### config.mk
export PLATFORM = sky130hd
export DESIGN_NAME = rv32_integer_alu_execute_core_flat
export DESIGN_NICKNAME = d
export VERILOG_FILES = /design/src/design/rvalu_pkg.sv /design/src/design/rvalu_instr_if.sv /design/src/design/rvalu_result_if.sv /design/src/design/rv32_integer_alu_execute_core.sv /design/src/flat_wrapper.sv
export SDC_FILE = /design/constraint.sdc
export NUM_CORES = 2
export LEC_CHECK = 0
export BUFFER_PORTS_ARGS = -buffer_cell sky130_fd_sc_hd__buf_2
export CORE_MARGIN = 1
export CORE_UTILIZATION = 25
export DETAILED_ROUTE_END_ITERATION = 8
export PLACE_DENSITY = 0.36
export SYNTH_ARGS = -nofsm -noshare
export SYNTH_HDL_FRONTEND = slang
export SYNTH_SLANG_ARGS = --single-unit
### constraint.sdc
create_clock -name clk -period 12.1 [get_ports clk]
set_input_delay 0 -clock clk [delete_from_list [all_inputs] [get_ports clk]]
set_output_delay 0 -clock clk [all_outputs]
set_load 0.02 [all_outputs]
### src/design/rvalu_pkg.sv
// ----------------------------------------------------------------------------
// RV32 ALU execute package
// Widths, data types and instruction encodings shared by the execute core
// and its channel interfaces.
// ----------------------------------------------------------------------------
`timescale 1ns / 1ps
`default_nettype none

package rvalu_pkg;

    // Datapath and register file geometry.
    localparam int unsigned XLEN      = 32;
    localparam int unsigned NUM_REGS  = 32;
    localparam int unsigned REG_IDX_W = $clog2(NUM_REGS);
    localparam int unsigned IMM_W     = 12;
    localparam int unsigned SHAMT_W   = $clog2(XLEN);

    typedef logic [XLEN-1:0]      word_t;
    typedef logic [REG_IDX_W-1:0] reg_idx_t;
    typedef logic [6:0]           opcode_t;
    typedef logic [2:0]           funct3_t;
    typedef logic [6:0]           funct7_t;

    // Major opcodes.
    localparam opcode_t OPC_OP     = 7'h33;
    localparam opcode_t OPC_OP_IMM = 7'h13;

    // funct7 values.
    localparam funct7_t F7_BASE   = 7'h00;
    localparam funct7_t F7_ALT    = 7'h20;
    localparam funct7_t F7_MULDIV = 7'h01;

    // funct3 values of the integer operations.
    localparam funct3_t F3_ADD  = 3'd0;
    localparam funct3_t F3_SLL  = 3'd1;
    localparam funct3_t F3_SLT  = 3'd2;
    localparam funct3_t F3_SLTU = 3'd3;
    localparam funct3_t F3_XOR  = 3'd4;
    localparam funct3_t F3_SRL  = 3'd5;
    localparam funct3_t F3_OR   = 3'd6;
    localparam funct3_t F3_AND  = 3'd7;

endpackage

`default_nettype wire

### src/design/rvalu_instr_if.sv
// ----------------------------------------------------------------------------
// RV32 ALU instruction channel
// Valid/ready channel that carries one instruction word per item.
// ----------------------------------------------------------------------------
`timescale 1ns / 1ps
`default_nettype none

interface rvalu_instr_if;

    logic             valid;
    logic             ready;
    rvalu_pkg::word_t instruction_word;

    modport source (output valid, output instruction_word, input ready);
    modport sink   (input valid, input instruction_word, output ready);

endinterface

`default_nettype wire

### src/design/rvalu_result_if.sv
// ----------------------------------------------------------------------------
// RV32 ALU result channel
// Valid/ready channel that carries one register write-back item.
// ----------------------------------------------------------------------------
`timescale 1ns / 1ps
`default_nettype none

interface rvalu_result_if;

    logic                valid;
    logic                ready;
    logic                write_enable;
    rvalu_pkg::reg_idx_t dest_index;
    rvalu_pkg::word_t    write_value;
    logic                recognized;

    modport source (
        output valid, output write_enable, output dest_index,
        output write_value, output recognized, input ready
    );
    modport sink (
        input valid, input write_enable, input dest_index,
        input write_value, input recognized, output ready
    );

endinterface

`default_nettype wire

### src/design/rv32_integer_alu_execute_core.sv
// ----------------------------------------------------------------------------
// RV32 integer ALU execute core
// Decodes and executes RV32I register and immediate integer operations except
// SRA/SRAI, plus MUL, on a 32-entry register file, one instruction per item.
// ----------------------------------------------------------------------------
// The core takes one instruction per clock cycle while the result side is
// not stalled, and returns one result item per instruction, in order. On the
// accepting edge the instruction is registered and both source registers are
// read from the register file memory; in the next cycle a single pass of
// decode, operand forwarding and ALU or multiplier logic produces the result,
// which is written back to the register file and loaded into the output
// register at the same edge. The write of the instruction just ahead is
// forwarded, so back-to-back dependent instructions run at full rate. The
// register file comes out of reset reading all zero through one valid flag
// per entry, so no clearing pass is needed. A stalled result register holds
// the execute stage, and the input stays ready while the execute stage can
// drain.
`timescale 1ns / 1ps
`default_nettype none

module rv32_integer_alu_execute_core (
    input  logic           clk,
    input  logic           rst_n,
    rvalu_instr_if.sink    instr,
    rvalu_result_if.source result
);
    import rvalu_pkg::*;

    // Handshake and stage control.
    logic     in_accept;
    logic     out_free;
    logic     ex_advance;
    logic     ex_vld_reg;
    word_t    ex_instr_reg;

    // Register file storage and registered read ports.
    word_t                rf_mem [NUM_REGS];
    logic [NUM_REGS-1:0]  rf_vld_reg;
    word_t                rs1_data_reg;
    word_t                rs2_data_reg;
    logic                 rs1_vld_reg;
    logic                 rs2_vld_reg;

    // Last write-back, kept for forwarding.
    logic     wb_vld_reg;
    reg_idx_t wb_idx_reg;
    word_t    wb_data_reg;

    // Decoded fields of the executing instruction.
    opcode_t  opcode;
    reg_idx_t rd_idx;
    funct3_t  funct3;
    reg_idx_t rs1_idx;
    reg_idx_t rs2_idx;
    funct7_t  funct7;
    word_t    imm;
    logic     is_op;
    logic     is_op_imm;

    // Operands and unit outputs.
    word_t                op_a;
    word_t                rs2_val;
    word_t                op_b;
    logic [SHAMT_W-1:0]   shamt;
    word_t                sum;
    word_t                diff;
    word_t                mul_lo;
    word_t                base_res;
    word_t                res;

    // Next values of the output register.
    logic     rec_next;
    logic     we_next;
    word_t    value_next;

    // Output register.
    logic     out_vld_reg;
    logic     out_we_reg;
    reg_idx_t out_dest_reg;
    word_t    out_value_reg;
    logic     out_rec_reg;

    // Pipeline handshake.
    assign in_accept   = instr.valid && instr.ready;
    assign out_free    = !out_vld_reg || result.ready;
    assign ex_advance  = ex_vld_reg && out_free;
    assign instr.ready = !ex_vld_reg || out_free;

    // Execute stage occupancy.
    always_ff @(posedge clk or negedge rst_n)
    begin
        if (!rst_n)
        begin
            ex_vld_reg <= 1'b0;
        end
        else if (instr.ready)
        begin
            ex_vld_reg <= instr.valid;
        end
    end

    // Instruction register.
    always_ff @(posedge clk)
    begin
        if (in_accept)
        begin
            ex_instr_reg <= instr.instruction_word;
        end
    end

    // Register file: one write port, two registered read ports.
    always_ff @(posedge clk)
    begin
        if (ex_advance && we_next)
        begin
            rf_mem[rd_idx] <= res;
        end
        if (in_accept)
        begin
            rs1_data_reg <= rf_mem[instr.instruction_word[19:15]];
            rs2_data_reg <= rf_mem[instr.instruction_word[24:20]];
        end
    end

    // Valid flags: an entry never written since reset reads as zero.
    always_ff @(posedge clk or negedge rst_n)
    begin
        if (!rst_n)
        begin
            rf_vld_reg  <= '0;
            rs1_vld_reg <= 1'b0;
            rs2_vld_reg <= 1'b0;
        end
        else
        begin
            if (ex_advance && we_next)
            begin
                rf_vld_reg[rd_idx] <= 1'b1;
            end
            if (in_accept)
            begin
                rs1_vld_reg <= rf_vld_reg[instr.instruction_word[19:15]];
                rs2_vld_reg <= rf_vld_reg[instr.instruction_word[24:20]];
            end
        end
    end

    // Forwarding register for the write made at the read edge.
    always_ff @(posedge clk or negedge rst_n)
    begin
        if (!rst_n)
        begin
            wb_vld_reg <= 1'b0;
        end
        else if (ex_advance)
        begin
            wb_vld_reg <= we_next;
        end
    end

    always_ff @(posedge clk)
    begin
        if (ex_advance)
        begin
            wb_idx_reg  <= rd_idx;
            wb_data_reg <= res;
        end
    end

    // Field decode.
    assign opcode    = ex_instr_reg[6:0];
    assign rd_idx    = ex_instr_reg[11:7];
    assign funct3    = ex_instr_reg[14:12];
    assign rs1_idx   = ex_instr_reg[19:15];
    assign rs2_idx   = ex_instr_reg[24:20];
    assign funct7    = ex_instr_reg[31:25];
    assign imm       = {{(XLEN - IMM_W){ex_instr_reg[XLEN-1]}},
                        ex_instr_reg[XLEN-1 -: IMM_W]};
    assign is_op     = (opcode == OPC_OP);
    assign is_op_imm = (opcode == OPC_OP_IMM);

    // Source operands with forwarding of the latest write-back.
    always_comb
    begin
        if (wb_vld_reg && (wb_idx_reg == rs1_idx))
        begin
            op_a = wb_data_reg;
        end
        else
        begin
            op_a = rs1_vld_reg ? rs1_data_reg : '0;
        end
        if (wb_vld_reg && (wb_idx_reg == rs2_idx))
        begin
            rs2_val = wb_data_reg;
        end
        else
        begin
            rs2_val = rs2_vld_reg ? rs2_data_reg : '0;
        end
    end

    assign op_b  = is_op_imm ? imm : rs2_val;
    assign shamt = is_op_imm ? rs2_idx : rs2_val[SHAMT_W-1:0];

    // Arithmetic units.
    assign sum    = op_a + op_b;
    assign diff   = op_a - rs2_val;
    assign mul_lo = op_a * rs2_val;

    // Operation select shared by the register and immediate forms.
    always_comb
    begin
        case (funct3)
            F3_ADD:  base_res = sum;
            F3_SLL:  base_res = op_a << shamt;
            F3_SLT:  base_res = word_t'($signed(op_a) < $signed(op_b));
            F3_SLTU: base_res = word_t'(op_a < op_b);
            F3_XOR:  base_res = op_a ^ op_b;
            F3_SRL:  base_res = op_a >> shamt;
            F3_OR:   base_res = op_a | op_b;
            F3_AND:  base_res = op_a & op_b;
            default: base_res = '0;
        endcase
    end

    // Recognition and final result.
    always_comb
    begin
        rec_next = 1'b0;
        res      = base_res;
        if (is_op_imm)
        begin
            if ((funct3 == F3_SLL) || (funct3 == F3_SRL))
            begin
                rec_next = (funct7 == F7_BASE);
            end
            else
            begin
                rec_next = 1'b1;
            end
        end
        else if (is_op)
        begin
            if (funct7 == F7_BASE)
            begin
                rec_next = 1'b1;
            end
            else if ((funct7 == F7_ALT) && (funct3 == F3_ADD))
            begin
                rec_next = 1'b1;
                res      = diff;
            end
            else if ((funct7 == F7_MULDIV) && (funct3 == F3_ADD))
            begin
                rec_next = 1'b1;
                res      = mul_lo;
            end
        end
    end

    assign we_next    = rec_next && (rd_idx != '0);
    assign value_next = we_next ? res : '0;

    // Output register.
    always_ff @(posedge clk or negedge rst_n)
    begin
        if (!rst_n)
        begin
            out_vld_reg <= 1'b0;
        end
        else if (out_free)
        begin
            out_vld_reg <= ex_vld_reg;
        end
    end

    always_ff @(posedge clk)
    begin
        if (ex_advance)
        begin
            out_we_reg    <= we_next;
            out_dest_reg  <= rd_idx;
            out_value_reg <= value_next;
            out_rec_reg   <= rec_next;
        end
    end

    assign result.valid        = out_vld_reg;
    assign result.write_enable = out_we_reg;
    assign result.dest_index   = out_dest_reg;
    assign result.write_value  = out_value_reg;
    assign result.recognized   = out_rec_reg;

endmodule

`default_nettype wire

### src/flat_wrapper.sv
// flat-port wrapper written by rule: the top's interface ports become plain ports
module rv32_integer_alu_execute_core_flat import rvalu_pkg::*;
  (clk, rst_n, instr_valid, instr_instruction_word, instr_ready, result_valid, result_write_enable, result_dest_index, result_write_value, result_recognized, result_ready);
  rvalu_instr_if instr_i ();
  rvalu_result_if result_i ();
  input  logic clk;
  input  logic rst_n;
  input wire logic [$bits(instr_i.valid)-1:0] instr_valid;
  input wire logic [$bits(instr_i.instruction_word)-1:0] instr_instruction_word;
  output wire logic [$bits(instr_i.ready)-1:0] instr_ready;
  output wire logic [$bits(result_i.valid)-1:0] result_valid;
  output wire logic [$bits(result_i.write_enable)-1:0] result_write_enable;
  output wire logic [$bits(result_i.dest_index)-1:0] result_dest_index;
  output wire logic [$bits(result_i.write_value)-1:0] result_write_value;
  output wire logic [$bits(result_i.recognized)-1:0] result_recognized;
  input wire logic [$bits(result_i.ready)-1:0] result_ready;
  assign instr_i.valid = instr_valid;
  assign instr_i.instruction_word = instr_instruction_word;
  assign instr_ready = instr_i.ready;
  assign result_valid = result_i.valid;
  assign result_write_enable = result_i.write_enable;
  assign result_dest_index = result_i.dest_index;
  assign result_write_value = result_i.write_value;
  assign result_recognized = result_i.recognized;
  assign result_i.ready = result_ready;
  rv32_integer_alu_execute_core u_core (.clk(clk), .rst_n(rst_n), .instr(instr_i), .result(result_i));
endmodule
==> results.md <==
* Crit end category: flip-flop
* Hold path depth at 3
* Layout Area Growth over Synthesis at 14.6%
* Max-cap violations at 0
* Clock skew after layout at 0.0606 ns
* Layout Cells excl Fill at about 10000
* Drt drc at 0
* Worst slew pin tran at ~1.3 ns
* Routability cong. at between 0.9 and 1
* FMAX at roughly 90 MHz
* Most common cell after layout, fill and taps aside: edfxtp_1
* Peak supply drop at 0.0000826 V
* RSZ-0062 raised after global routing: no
* Kind of critical path: reg2reg
* Mapped Cells at between 5000 and 6000
* Final net count at about 6400
* Total CTS buffers at about 160
* Critical path's slowest cell: or3_1
* Pleak at 32.7 nW
* Die area at 320000 µm²
* Most flops, register: u_core.rf_mem
* Pins over their slew limit at 0
* Post-CTS setup buffers at 0
* Length of the first detailed-routing pass in iterations at 8
* Setup_tns at 0 ns
* CTS tree: yes
* Drt via density at slightly above 5
* Commonest register cell after synthesis: edfxtp_1
* Register area share after synthesis at approximately 46%
* Mean Syn Cell Area at ~14 µm²
* Startpoint Class: flip-flop
* Final-report hold violation count at 0
* Worst EP arrival at ~12 ns
* Most used cell, CP: fa_1
* Final setup violating endpoints at 0
* Pin count of the biggest net entering global routing at around 110
* Filler Cells Inserted at ~32000
* Min Tclk post-route at approximately 11 ns
* Seq pwr share at a little under half
* Worst endpoint required time at 12.50 ns
* Bufs on Longest Clock Path at 4
* Register-to-register setup slack at approximately 1 ns
* #FFs+latches synth at around 1200
* Status: completed
* Vias in the first global route at roughly 54000
* Pwr/cell area at around 110 nW/µm²
* Detail Placement HPWL at ~220 mm
* Via count at 51100
* Post-DR wirelength/cell at approximately 33 µm
* CP startpoint: u_core.result.dest_index[0]$_DFFE_PP_
* GRT Total Usage at 20.4%
* Most frequent cells in the layout: edfxtp_1, mux4_2, inv_1
* Synth unique cells at 94
* Antenna viol nets, final at 0
* Largest register FFs at 1024
* HP Start: instr_instruction_word[17]
* Crit Path Max Fanout at 33
* FFs w/ async S/R, synth at 3.01%
* Share of cells above drive strength 1 at between 20% and 30%
* Internal at around 7.6 mW
* Crit share post-route at approximately 92%
* Initial antenna violation count at 18
* Total power at around 10 mW
* CTS H-tree lvls at 4
* Placed instance count at just under 10000
* Crit Reg-Reg Endpoint: u_core.rf_mem[3][28]$_DFFE_PP_
* Worst hold path type: in2reg
* Top Ports at between 70 and 80
* Clock transition at path regs at roughly 0.06 ns
* Mapped Area at 79400 µm²
* Overflow after GRT at 0
* Clk pwr share at 44.3%
* Clk sink count at roughly 1200
* Starting DRT DRC Count at 4786
* Slew headroom at between 10% and 20%
* Number of flops mapped to enable cells by yosys at roughly 1200
* Num rows at 206
* Final WL at between 300 and 400 mm
* Port Buffers at 76
* Synth warn at 0
* CP peak stage delay at a little over 1 ns
* Starting density of the core at around a quarter
* Switching part of the total at roughly 24%
* Reg-to-reg startpoint: u_core.result.dest_index[0]$_DFFE_PP_
* R2R depth at 30
* Global-route wire length before repair at 452 mm
* Core area at between 300000 and 400000 µm²
* Sw power at about 2.4 mW
* Comb power frac at 8.1%
* Hold path endpoint: u_core.rs1_data_reg[16]$_DFFE_PP_
* Worst-Skew Late Latency at 0.85 ns
* Die Span X at approximately 570 µm
* Die Ht at approximately 570 µm
* CTS root buf: clkbuf_16
-- cells by family (layout without fill, tap and decap cells) --
| kind of cell | count (synthesis) | after routing | synth area share, % |
|---|---|---|---|
| AO/OA/AOI/OAI | 653 | 653 | 5.32 |
| XOR/XNOR | 141 | 141 | 1.66 |
| adder cells (fa/ha/maj) | 677 | 677 | 14.5 |
| buffers and inverters | 860 | 1111 | 4.31 |
| flip-flops | 1228 | 1228 | 46.2 |
| multiplexers | 916 | 916 | 22.2 |
| other | 1 | 39 | 0.00472 |
| AND/OR/NAND/NOR | 1076 | 1076 | 5.80 |
-- power groups by stage --
stage	registers (mW)	clock network, mW	logic (mW)
2_1_floorplan	4.83	0	0.486
3_3_place_gp	4.85	0	0.807
3_5_place_dp	4.85	0	0.803
4_1_cts	4.76	4.56	0.820
5_1_grt	4.76	4.69	0.851
6_report	4.76	4.43	0.808
-- metrics by stage --
step | setup slack, ns | hold slack (ns) | area [µm²] | utilization (%)
after global placement | 1.10 | 0.180 | 85600 | 27.1
after CTS | 0.932 | 0.00225 | 90900 | 28.8
after floorplan | 2.22 | -0.296 | 79500 | -
final | 1.00 | 0.0455 | 91000 | 28.8
after global routing | 0.436 | 0.0460 | 90900 | 28.8
after detailed placement | 0.997 | 0.178 | 85600 | 27.1
-- cell usage after synthesis, types with 8 or more instances --
master | number | area [µm²]
edfxtp_1 | 1191 | 35800
mux4_2 | 661 | 14900
nor2_1 | 485 | 1820
inv_1 | 483 | 1810
fa_1 | 410 | 8210
nand2_1 | 353 | 1330
ha_1 | 267 | 3340
clkbuf_1 | 221 | 830
a21oi_1 | 198 | 991
mux2i_1 | 142 | 1420
o21ai_0 | 121 | 606
mux2_2 | 109 | 1230
xnor2_1 | 102 | 893
a21o_1 | 73 | 548
buf_1 | 71 | 267
and2_1 | 55 | 344
dfrtp_1 | 37 | 926
buf_2 | 35 | 175
xor2_1 | 33 | 289
nand2b_1 | 31 | 194
nand3_1 | 31 | 155
or2_2 | 29 | 181
o22ai_1 | 26 | 163
a22oi_1 | 24 | 180
nor3_1 | 24 | 120
a211oi_1 | 22 | 165
o21a_1 | 22 | 165
inv_2 | 19 | 71.3
a31oi_1 | 16 | 100
and3_1 | 16 | 100
a221oi_1 | 15 | 131
o211ai_1 | 15 | 113
a22o_1 | 12 | 105
o21bai_1 | 12 | 90.1
o221ai_1 | 12 | 105
o31ai_1 | 12 | 90.1
buf_6 | 10 | 113
or3_1 | 10 | 62.6
a221o_1 | 9 | 90.1
buf_4 | 9 | 67.6
clkinv_1 | 8 | 30.0
-- cell type report --
type	count	area, µm²	area share [%]
repair buffers	327	2520	2.77
diodes	7	17.5	0.0193
multi-input cells	3495	39900	43.8
well taps	4160	5200	5.72
clock inverters	82	649	0.714
inverters	512	1930	2.13
flip-flops and latches	1228	36700	40.3
clock buffers	190	4070	4.48
-- layer usage --
metal	wire, µm	GRT usage, %	vias to the layer above	part of all wire, %
met5	23	0	-	0.0070
met4	10000	5.73	4	3.0
met3	15200	2.01	398	4.6
met2	158000	34.2	1640	48
met1	145000	28.0	28000	44
li1	-	-	21100	-
-- worst max path at each step --
stage | end | slack (ns) | cells past startpoint
finish | u_core.rf_mem[3][28]$_DFFE_PP_ | 1.00 | 30
global route | u_core.rf_mem[3][28]$_DFFE_PP_ | 0.44 | 30
CTS | u_core.rf_mem[3][28]$_DFFE_PP_ | 0.93 | 30
detailed placement | u_core.rf_mem[6][28]$_DFFE_PP_ | 1.0 | 30
global placement | u_core.rf_mem[6][28]$_DFFE_PP_ | 1.10 | 30
floorplan | u_core.rf_mem[0][24]$_DFFE_PP_ | 2.22 | 32
-- worst max-delay path: cells and delay by family (launching register included) --
kind                     cells  cell delay (ns)
flip-flops                   1             0.45
XOR/XNOR                     2             0.42
AND/OR/NAND/NOR              7             2.43
multiplexers                 1             0.80
AO/OA/AOI/OAI                5             1.99
buffers and inverters        6             0.89
adder cells (fa/ha/maj)      9             3.64
-- timing repair --
action | 4_1_cts | 5_1_grt
hold buffers | 58 | 0
endpoints found under the hold margin | 101 | 0
gates resized for setup | 0 | 0
Note: power is estimated with default switching activity, not from simulation.
